--- src/wdce_pkg.sv ---
// Shared types and constants for the WAV data chunk extractor.
package wdce_pkg;

    localparam int POSITION_BITS_DEF = 32;
    localparam int HOLD_DEPTH        = 12;
    localparam int HOLD_AW           = 4;
    localparam int JOBQ_ENTRIES      = 4;
    localparam int RELEASE_POS       = 43;
    localparam int RIFF_END_POS      = 3;
    localparam int WAVE_END_POS      = 11;

    localparam logic [31:0] TAG_RIFF = 32'h5249_4646;
    localparam logic [31:0] TAG_WAVE = 32'h5741_5645;
    localparam logic [31:0] TAG_DATA = 32'h6461_7461;
    localparam logic [30:0] COUNT_MAX = 31'h7FFF_FFFF;

    localparam logic [32:0] CHUNK_HDR_LEN = 33'd8;
    localparam logic [32:0] TAG_BYTES_LEFT = 33'd4;

    localparam logic [2:0] PH_HEADER    = 3'd0;
    localparam logic [2:0] PH_CHUNK_HDR = 3'd1;
    localparam logic [2:0] PH_SKIP      = 3'd2;
    localparam logic [2:0] PH_DATA      = 3'd3;
    localparam logic [2:0] PH_DONE      = 3'd4;
    localparam logic [2:0] PH_BAD       = 3'd5;

    localparam logic [1:0] ST_OK      = 2'd0;
    localparam logic [1:0] ST_INVALID = 2'd1;
    localparam logic [1:0] ST_NO_DATA = 2'd2;

    localparam logic KIND_SAMPLE = 1'b0;
    localparam logic KIND_STATUS = 1'b1;

    // one entry of work handed from the parser to the output side
    typedef struct packed {
        logic               hold_wr;
        logic [HOLD_AW-1:0] hold_addr;
        logic [HOLD_AW-1:0] rel_cnt;
        logic               smp_v;
        logic [15:0]        smp;
        logic               st_v;
        logic [1:0]         status;
        logic [30:0]        total;
    } t_job;

endpackage

--- src/wav_data_chunk_extractor.sv ---
// Top level of the WAV data chunk extractor: parser, job queue and output side.
//
// Input stream: one byte of a RIFF/WAVE file image per word on s_axis, tlast on
// the final byte of the file. The header (RIFF at bytes 0-3, WAVE at 8-11) is
// checked, chunks are walked by size, and the first data chunk is returned as
// signed 16-bit little-endian samples on m_axis (tuser 0). On the final byte a
// status word follows (tuser 1) carrying ok / invalid header / no data chunk and
// the number of samples delivered; the parser then starts afresh for a new file.
// m_axis tlast marks the last result word caused by one input byte.
// Throughput: one input byte per cycle. Each byte gives at most one sample and
// one status word; at byte 43 the samples held from earlier bytes (up to 12)
// are released one per cycle by the output side while m_axis_tready is high,
// the four-entry job queue soaks this up and s_axis_tready drops only when
// the queue is full. With the queue empty a result word passes through the
// queue entry and then the output register after its byte is taken.
// Reset (i_rst_n low, synchronous) clears the parser, queue and output valid.
// A stall on m_axis_tready holds the output word; the parser keeps taking bytes
// until the queue fills.
module wav_data_chunk_extractor import wdce_pkg::*; #(
    parameter int POSITION_BITS = POSITION_BITS_DEF
) (
    input  logic        i_clk,
    input  logic        i_rst_n,
    input  logic        s_axis_tvalid,
    output logic        s_axis_tready,
    input  logic [7:0]  s_axis_tdata,   // [7:0] file_byte
    input  logic        s_axis_tlast,
    output logic        m_axis_tvalid,
    input  logic        m_axis_tready,
    output logic [55:0] m_axis_tdata,   // [15:0] pcm_sample, [17:16] parse_status,
                                        // [48:18] sample_total, [55:49] zero
    output logic        m_axis_tuser,   // [0] result_kind
    output logic        m_axis_tlast
);

    logic push;
    t_job push_job;
    logic full;
    logic pop;
    t_job head;
    logic empty;

    wdce_front #(
        .POSITION_BITS(POSITION_BITS)
    ) u_front (
        .i_clk  (i_clk),
        .i_rst_n(i_rst_n),
        .i_valid(s_axis_tvalid),
        .i_byte (s_axis_tdata),
        .i_eof  (s_axis_tlast),
        .o_ready(s_axis_tready),
        .o_push (push),
        .o_job  (push_job),
        .i_full (full)
    );

    wdce_queue u_queue (
        .i_clk  (i_clk),
        .i_rst_n(i_rst_n),
        .i_push (push),
        .i_job  (push_job),
        .o_full (full),
        .i_pop  (pop),
        .o_head (head),
        .o_empty(empty)
    );

    wdce_back u_back (
        .i_clk  (i_clk),
        .i_rst_n(i_rst_n),
        .i_head (head),
        .i_empty(empty),
        .o_pop  (pop),
        .o_valid(m_axis_tvalid),
        .i_ready(m_axis_tready),
        .o_data (m_axis_tdata),
        .o_kind (m_axis_tuser),
        .o_last (m_axis_tlast)
    );

endmodule

--- src/wdce_front.sv ---
// Byte parser: walks the RIFF chunks and turns each byte into a job for the output side.
module wdce_front import wdce_pkg::*; #(
    parameter int POSITION_BITS = POSITION_BITS_DEF
) (
    input  logic       i_clk,
    input  logic       i_rst_n,
    input  logic       i_valid,
    input  logic [7:0] i_byte,
    input  logic       i_eof,
    output logic       o_ready,
    output logic       o_push,
    output t_job       o_job,
    input  logic       i_full
);

    localparam logic [POSITION_BITS-1:0] POS_REL  = POSITION_BITS'(RELEASE_POS);
    localparam logic [POSITION_BITS-1:0] POS_RIFF = POSITION_BITS'(RIFF_END_POS);
    localparam logic [POSITION_BITS-1:0] POS_WAVE = POSITION_BITS'(WAVE_END_POS);

    logic [2:0]               r_phase, n_phase;
    logic [POSITION_BITS-1:0] r_pos, n_pos;
    logic [31:0]              r_tag, n_tag;
    logic [31:0]              r_size, n_size;
    logic [32:0]              r_skip, n_skip;
    logic [31:0]              r_drem, n_drem;
    logic [8:0]               r_pend, n_pend;
    logic [HOLD_AW-1:0]       r_hcnt, n_hcnt;
    logic [30:0]              r_dcnt, n_dcnt;

    logic        acc;
    logic        rel;
    logic [31:0] d_sum;
    logic [30:0] d_rel;
    logic [32:0] sk_dec;
    logic [32:0] sk_new;
    logic [31:0] dr_dec;
    logic [15:0] smp;
    logic        hold_wr;
    logic        smp_v;
    logic [1:0]  status;

    assign o_ready = !i_full;
    assign acc     = i_valid && !i_full;

    always_comb begin
        rel     = (r_pos == POS_REL) && (r_phase != PH_BAD);
        d_sum   = {1'b0, r_dcnt} + {28'd0, (rel ? r_hcnt : HOLD_AW'(0))};
        d_rel   = d_sum[31] ? COUNT_MAX : d_sum[30:0];
        sk_dec  = (r_skip != 33'd0) ? r_skip - 33'd1 : r_skip;
        dr_dec  = (r_drem != 32'd0) ? r_drem - 32'd1 : r_drem;
        smp     = {i_byte, r_pend[7:0]};
        sk_new  = 33'd0;
        hold_wr = 1'b0;
        smp_v   = 1'b0;
        status  = ST_OK;

        n_phase = r_phase;
        n_tag   = r_tag;
        n_size  = r_size;
        n_skip  = r_skip;
        n_drem  = r_drem;
        n_pend  = r_pend;
        n_hcnt  = rel ? HOLD_AW'(0) : r_hcnt;
        n_dcnt  = d_rel;
        n_pos   = (r_pos != '1) ? r_pos + POSITION_BITS'(1) : r_pos;

        case (r_phase)
            PH_HEADER: begin
                n_tag = {r_tag[23:0], i_byte};
                if (r_pos == POS_RIFF && n_tag != TAG_RIFF) begin
                    n_phase = PH_BAD;
                end else if (r_pos == POS_WAVE) begin
                    if (n_tag != TAG_WAVE) begin
                        n_phase = PH_BAD;
                    end else begin
                        n_phase = PH_CHUNK_HDR;
                        n_skip  = CHUNK_HDR_LEN;
                    end
                end
            end
            PH_CHUNK_HDR: begin
                if (r_skip > TAG_BYTES_LEFT) begin
                    n_tag = {r_tag[23:0], i_byte};
                end else begin
                    n_size = {i_byte, r_size[31:8]};
                end
                n_skip = sk_dec;
                sk_new = {1'b0, n_size} + {32'd0, n_size[0]};
                if (sk_dec == 33'd0 && !i_eof) begin
                    if (n_tag == TAG_DATA) begin
                        n_drem  = n_size;
                        n_pend  = 9'd0;
                        n_phase = (n_size != 32'd0) ? PH_DATA : PH_DONE;
                    end else if (sk_new == 33'd0) begin
                        n_skip = CHUNK_HDR_LEN;
                    end else begin
                        n_skip  = sk_new;
                        n_phase = PH_SKIP;
                    end
                end
            end
            PH_SKIP: begin
                n_skip = sk_dec;
                if (sk_dec == 33'd0) begin
                    n_phase = PH_CHUNK_HDR;
                    n_skip  = CHUNK_HDR_LEN;
                end
            end
            PH_DATA: begin
                if (r_pend[8]) begin
                    n_pend = 9'd0;
                    if (r_pos < POS_REL) begin
                        if (r_hcnt < HOLD_AW'(HOLD_DEPTH)) begin
                            hold_wr = 1'b1;
                            n_hcnt  = r_hcnt + HOLD_AW'(1);
                        end
                    end else begin
                        smp_v = 1'b1;
                        if (d_rel != COUNT_MAX) begin
                            n_dcnt = d_rel + 31'd1;
                        end
                    end
                end else begin
                    n_pend = {1'b1, i_byte};
                end
                n_drem = dr_dec;
                if (dr_dec == 32'd0) begin
                    n_phase = PH_DONE;
                    n_pend  = 9'd0;
                end
            end
            default: begin
            end
        endcase

        if (r_pos < POS_REL || n_phase == PH_BAD) begin
            status = ST_INVALID;
        end else if (n_phase == PH_DATA || n_phase == PH_DONE) begin
            status = ST_OK;
        end else begin
            status = ST_NO_DATA;
        end

        // held samples are dropped when the file ends early
        o_job.hold_wr   = hold_wr && !i_eof;
        o_job.hold_addr = r_hcnt;
        o_job.rel_cnt   = rel ? r_hcnt : HOLD_AW'(0);
        o_job.smp_v     = smp_v;
        o_job.smp       = smp;
        o_job.st_v      = i_eof;
        o_job.status    = status;
        o_job.total     = (status == ST_INVALID) ? 31'd0 : n_dcnt;

        o_push = acc && (o_job.hold_wr || o_job.rel_cnt != HOLD_AW'(0) ||
                         smp_v || i_eof);
    end

    always_ff @(posedge i_clk) begin
        if (!i_rst_n) begin
            r_phase <= PH_HEADER;
            r_pos   <= '0;
            r_tag   <= '0;
            r_size  <= '0;
            r_skip  <= '0;
            r_drem  <= '0;
            r_pend  <= '0;
            r_hcnt  <= '0;
            r_dcnt  <= '0;
        end else if (acc) begin
            if (i_eof) begin
                r_phase <= PH_HEADER;
                r_pos   <= '0;
                r_tag   <= '0;
                r_size  <= '0;
                r_skip  <= '0;
                r_drem  <= '0;
                r_pend  <= '0;
                r_hcnt  <= '0;
                r_dcnt  <= '0;
            end else begin
                r_phase <= n_phase;
                r_pos   <= n_pos;
                r_tag   <= n_tag;
                r_size  <= n_size;
                r_skip  <= n_skip;
                r_drem  <= n_drem;
                r_pend  <= n_pend;
                r_hcnt  <= n_hcnt;
                r_dcnt  <= n_dcnt;
            end
        end
    end

endmodule

--- src/wdce_queue.sv ---
// Short job queue between the parser and the output side.
module wdce_queue import wdce_pkg::*; (
    input  logic i_clk,
    input  logic i_rst_n,
    input  logic i_push,
    input  t_job i_job,
    output logic o_full,
    input  logic i_pop,
    output t_job o_head,
    output logic o_empty
);

    localparam int PW = $clog2(JOBQ_ENTRIES);

    t_job          r_mem [JOBQ_ENTRIES];
    logic [PW-1:0] r_wp;
    logic [PW-1:0] r_rp;
    logic [PW:0]   r_cnt;

    assign o_full  = (r_cnt == (PW+1)'(JOBQ_ENTRIES));
    assign o_empty = (r_cnt == '0);
    assign o_head  = r_mem[r_rp];

    always_ff @(posedge i_clk) begin
        if (i_push) begin
            r_mem[r_wp] <= i_job;
        end
    end

    always_ff @(posedge i_clk) begin
        if (!i_rst_n) begin
            r_wp  <= '0;
            r_rp  <= '0;
            r_cnt <= '0;
        end else begin
            if (i_push) begin
                r_wp <= r_wp + PW'(1);
            end
            if (i_pop) begin
                r_rp <= r_rp + PW'(1);
            end
            case ({i_push, i_pop})
                2'b10:   r_cnt <= r_cnt + (PW+1)'(1);
                2'b01:   r_cnt <= r_cnt - (PW+1)'(1);
                default: r_cnt <= r_cnt;
            endcase
        end
    end

endmodule

--- src/wdce_back.sv ---
// Output side: keeps early samples, then emits one result word per cycle while i_ready allows.
module wdce_back import wdce_pkg::*; (
    input  logic        i_clk,
    input  logic        i_rst_n,
    input  t_job        i_head,
    input  logic        i_empty,
    output logic        o_pop,
    output logic        o_valid,
    input  logic        i_ready,
    output logic [55:0] o_data,
    output logic        o_kind,
    output logic        o_last
);

    logic [15:0]        r_hold [HOLD_DEPTH];
    logic [HOLD_AW-1:0] r_rel_idx;
    logic               r_smp_done;
    logic               r_out_valid;
    logic [55:0]        r_out_data;
    logic               r_out_kind;
    logic               r_out_last;

    logic        out_free;
    logic        wr_job;
    logic        emit;
    logic        rel_now;
    logic        smp_now;
    logic        last;
    logic [55:0] data;
    logic        kind;

    always_comb begin
        out_free = !r_out_valid || i_ready;
        wr_job   = !i_empty && i_head.hold_wr;
        emit     = !i_empty && !i_head.hold_wr && out_free;
        rel_now  = r_rel_idx < i_head.rel_cnt;
        smp_now  = !rel_now && i_head.smp_v && !r_smp_done;
        if (rel_now) begin
            kind = KIND_SAMPLE;
            data = {40'd0, r_hold[r_rel_idx]};
            last = (r_rel_idx == i_head.rel_cnt - HOLD_AW'(1)) &&
                   !i_head.smp_v && !i_head.st_v;
        end else if (smp_now) begin
            kind = KIND_SAMPLE;
            data = {40'd0, i_head.smp};
            last = !i_head.st_v;
        end else begin
            kind = KIND_STATUS;
            data = {7'd0, i_head.total, i_head.status, 16'd0};
            last = 1'b1;
        end
        o_pop = wr_job || (emit && last);
    end

    always_ff @(posedge i_clk) begin
        if (wr_job) begin
            r_hold[i_head.hold_addr] <= i_head.smp;
        end
        if (emit) begin
            r_out_data <= data;
            r_out_kind <= kind;
            r_out_last <= last;
        end
    end

    always_ff @(posedge i_clk) begin
        if (!i_rst_n) begin
            r_rel_idx   <= '0;
            r_smp_done  <= 1'b0;
            r_out_valid <= 1'b0;
        end else begin
            if (emit) begin
                r_out_valid <= 1'b1;
                if (last) begin
                    r_rel_idx  <= '0;
                    r_smp_done <= 1'b0;
                end else if (rel_now) begin
                    r_rel_idx <= r_rel_idx + HOLD_AW'(1);
                end else begin
                    r_smp_done <= 1'b1;
                end
            end else if (i_ready) begin
                r_out_valid <= 1'b0;
            end
        end
    end

    assign o_valid = r_out_valid;
    assign o_data  = r_out_data;
    assign o_kind  = r_out_kind;
    assign o_last  = r_out_last;

endmodule

--- config.mk ---
export PLATFORM = sky130hd
export DESIGN_NAME = wav_data_chunk_extractor
export DESIGN_NICKNAME = d
export VERILOG_FILES = /design/src/wdce_pkg.sv /design/src/wav_data_chunk_extractor.sv /design/src/wdce_front.sv /design/src/wdce_queue.sv /design/src/wdce_back.sv
export SDC_FILE = /design/constraint.sdc
export NUM_CORES = 1
export LEC_CHECK = 0
export ABC_AREA = 1
export BUFFER_PORTS_ARGS = -buffer_cell sky130_fd_sc_hd__buf_4
export CAP_MARGIN = 20
export CORE_MARGIN = 4
export CORE_UTILIZATION = 55
export CTS_CLUSTER_DIAMETER = 30
export DETAILED_ROUTE_END_ITERATION = 8
export PLACE_DENSITY = 0.8
export SETUP_SLACK_MARGIN = 0.05
export SLEW_MARGIN = 20
export SYNTH_ARGS = -nofsm -noshare
export SYNTH_HDL_FRONTEND = slang
export SYNTH_SLANG_ARGS = --single-unit
--- constraint.sdc ---
create_clock -name i_clk -period 6.3 [get_ports i_clk]
set_clock_uncertainty 0.15 [all_clocks]
set_input_delay 0 -clock i_clk [delete_from_list [all_inputs] [get_ports i_clk]]
set_output_delay 0 -clock i_clk [all_outputs]
set_load 0.02 [all_outputs]
==> flow_metrics.env <==
export IMPL_grt_util_all_layers=0.281
export IMPL_cts_tree="built"
export IMPL_max_cap_viol_count=0
export IMPL_p_leak_nw=15.8
export IMPL_dp_slack_ns=0.172
export IMPL_first_iter_violations=3812
export IMPL_clkTransAtPathRegs_ns=0.05
export IMPL_fin_crit_sh=0.925
export IMPL_synth_top_area_frac=0.402
export IMPL_stdcell_count=5356
export IMPL_setup_ws_ns=0.475
export IMPL_hpwl_um=64100
export IMPL_hold_class="in -> reg"
export IMPL_cp_num_buf_inv=4
export IMPL_drc=0
export IMPL_cts_root_buf="clkbuf_16"
export IMPL_wl_per_cell_um=19.0
export IMPL_status="completed"
export IMPL_power_density_mw_per_mm2=382
export IMPL_tns_ns=0
export IMPL_die_x_um=264
export IMPL_hold_viol=0
export IMPL_post_synth_top_count_cell="nand2_1"
export IMPL_worstSetupPathType="reg -> reg"
export IMPL_synth_ff_type="edfxtp_1"
export IMPL_final_antenna_net_count=0
export IMPL_totalPowerFinal_mw=16.0
export IMPL_cts_buffers=121
export IMPL_synth_cell_type_count=57
export IMPL_rsz0062_at_grt="false"
export IMPL_cts_buffer_depth=3
export IMPL_clock_sinks=710
export IMPL_clk_latency_ns=0.71
export IMPL_layout_drive_gt1_share=0.107
export IMPL_syn_avg_cell_area_um2=8.34
export IMPL_route_vias_total=31700
export IMPL_gp_congestion=0.992
export IMPL_seq_area_frac_synth=0.528
export IMPL_syn_inst=4328
export IMPL_reg2reg_slack_ns=0.48
export IMPL_synth_edf_count=483
export IMPL_routed_wl_um=102000
export IMPL_antenna_found_initial=2
export IMPL_synth_area_top_cells="edfxtp_1, dfxtp_1, nand2_1"
export IMPL_critPathLaunchType="register"
export IMPL_io_pins=73
export IMPL_grt_max_degree=98
export IMPL_grt_pass1_wl_um=160000
export IMPL_nNetsFinal=4430
export IMPL_worstMarginPinSlew_ns=1.14
export IMPL_slew_limit_headroom=0.243
export IMPL_die_y_um=264
export IMPL_via_per_inst=5.91
export IMPL_h_tree_depth=3
export IMPL_final_setup_viol_count=0
export IMPL_dp_cells=5100
export IMPL_critPathSlowestCell="and2_1"
export IMPL_crit_path_frequent_cell="nand2_1"
export IMPL_rows=93
export IMPL_arrival_ns=6.18
export IMPL_initial_core_util=0.558
export IMPL_syn_area_mm2=0.0361
export IMPL_ir_worst_vdd_uv=283
export IMPL_async_flop_share=0
export IMPL_yosys_area_top_type="edfxtp_1"
export IMPL_grt_ovfl_total=0
export IMPL_area_growth_pct=15.8
export IMPL_path_delay_family="simple AND/OR/NAND/NOR gates"
export IMPL_path_max_fanout=29
export IMPL_fmax_mhz=172
export IMPL_whs_ns=0.0531
export IMPL_end_kind="register"
export IMPL_yosys_warnings=0
export IMPL_period_needed_ns=5.82
export IMPL_die_area_mm2=0.0698
export IMPL_final_fill_count=5135
export IMPL_synth_seq_cells=710
export IMPL_synth_common_cells="nand2_1, nor2_1, edfxtp_1"
export IMPL_max_stage_delay_ns=0.40
export IMPL_cp_required_ns=6.65
export IMPL_drv_slew=0
export IMPL_core_area_mm2=0.0647
export IMPL_grt_pass1_vias=30100
export IMPL_first_pass_iters=8
export IMPL_io_buffers=65
-- power by group --
group          leakage, nW  internal [mW]  total (mW)  switching [mW]
Clock                 2.02           4.20        6.66            2.46
Combinational         7.35          0.962        3.48            2.51
Sequential            6.44           5.66        5.84           0.183
-- per-layer routing --
layer / wire length, µm / GRT usage / vias up
met5: 7 / 0 / -
met4: 3500 / 0.107 / 2
met3: 8960 / 0.0501 / 242
met2: 48600 / 0.466 / 1653
met1: 40500 / 0.371 / 14800
li1: - / - / 14900
-- layout make-up --
class                   count  area [µm²]  share of cell area
multi-input cells        3040       14800               0.355
clock buffers             140        3170              0.0758
inverters                 381        1440              0.0344
clock inverters            91        1090              0.0260
repair buffers            138        1140              0.0273
well taps                 855        1070              0.0256
diodes                      1        2.50           0.0000599
flip-flops and latches    710       19100               0.456
-- stage by stage --
step	utilization	area, µm²
6_report	0.646	41800
5_1_grt	0.646	41800
4_1_cts	0.644	41700
3_5_place_dp	0.575	37200
3_3_place_gp	0.575	37200
2_1_floorplan	-	36100
-- registers in the layout, summed over array words and instances (netlist names), 3 cells and up, named ones only --
signal / cells
u_front.r_phase: 3
u_queue.r_mem: 240
u_front.r_size: 32
u_queue.r_cnt: 3
u_back.r_rel_idx: 4
u_front.r_pos: 32
u_front.r_dcnt: 31
u_front.r_hcnt: 4
u_back.o_data: 49
u_back.r_hold: 192
u_front.r_skip: 33
u_front.r_pend: 9
u_front.r_drem: 32
u_front.r_tag: 32
-- what timing repair did --
item | 4_1_cts | 5_1_grt
setup buffers | 0 | 0
gates resized for setup | 0 | 13
endpoints found under the setup margin | 0 | 133
hold buffers | 21 | 0
endpoints found under the hold margin | 128 | 0
-- worst reg2reg max path, delay by kind of cell, from the launching register on --
family / cells / cell delay, ns
and+or+nand+nor: 19 / 3.76
AOI/OAI and AO/OA: 2 / 0.27
adders and majority gates: 2 / 0.45
xor gates and xnor gates: 1 / 0.22
DFF: 1 / 0.36
buffers and inverters: 4 / 0.48
-- path summary, 6_finish.rpt --
| path | from | cells past startpoint | to |
|---|---|---|---|
| worst max register to register | u_front.r_pos[0] | 28 | u_queue.r_mem[1][2] |
| worst min-delay path | m_axis_tready | 5 | u_back.o_valid |
| worst min register to register | u_queue.r_rp[1] | 1 | register |
| worst max-delay path | u_front.r_pos[0] | 28 | u_queue.r_mem[1][2] |
-- kinds of logic after synthesis --
family                   synth area share
AO/OA/AOI/OAI                       0.132
XOR/XNOR                           0.0175
adder cells (fa/ha/maj)           0.00908
buffers and inverters              0.0660
flip-flops                          0.528
other                            0.000104
AND/OR/NAND/NOR                     0.248
-- cells in the final DEF, fill, tap and decap left out, types with 22 or more instances in the layout --
| cell type | count |
|---|---|
| nand2_1 | 907 |
| nor2_1 | 635 |
| edfxtp_1 | 483 |
| inv_1 | 348 |
| o21ai_0 | 328 |
| a21oi_1 | 292 |
| dfxtp_1 | 224 |
| nand3_1 | 223 |
| clkbuf_16 | 121 |
| buf_4 | 113 |
| nand4_1 | 100 |
| nor3_1 | 62 |
| o22ai_1 | 57 |
| xor2_1 | 56 |
| a221oi_1 | 32 |
| nor2_2 | 31 |
| o21ai_1 | 27 |
| nor4_1 | 25 |
| nand3b_1 | 24 |
| inv_2 | 23 |
| ha_1 | 23 |
| inv_6 | 22 |
Power figures use the tool's default switching activity.
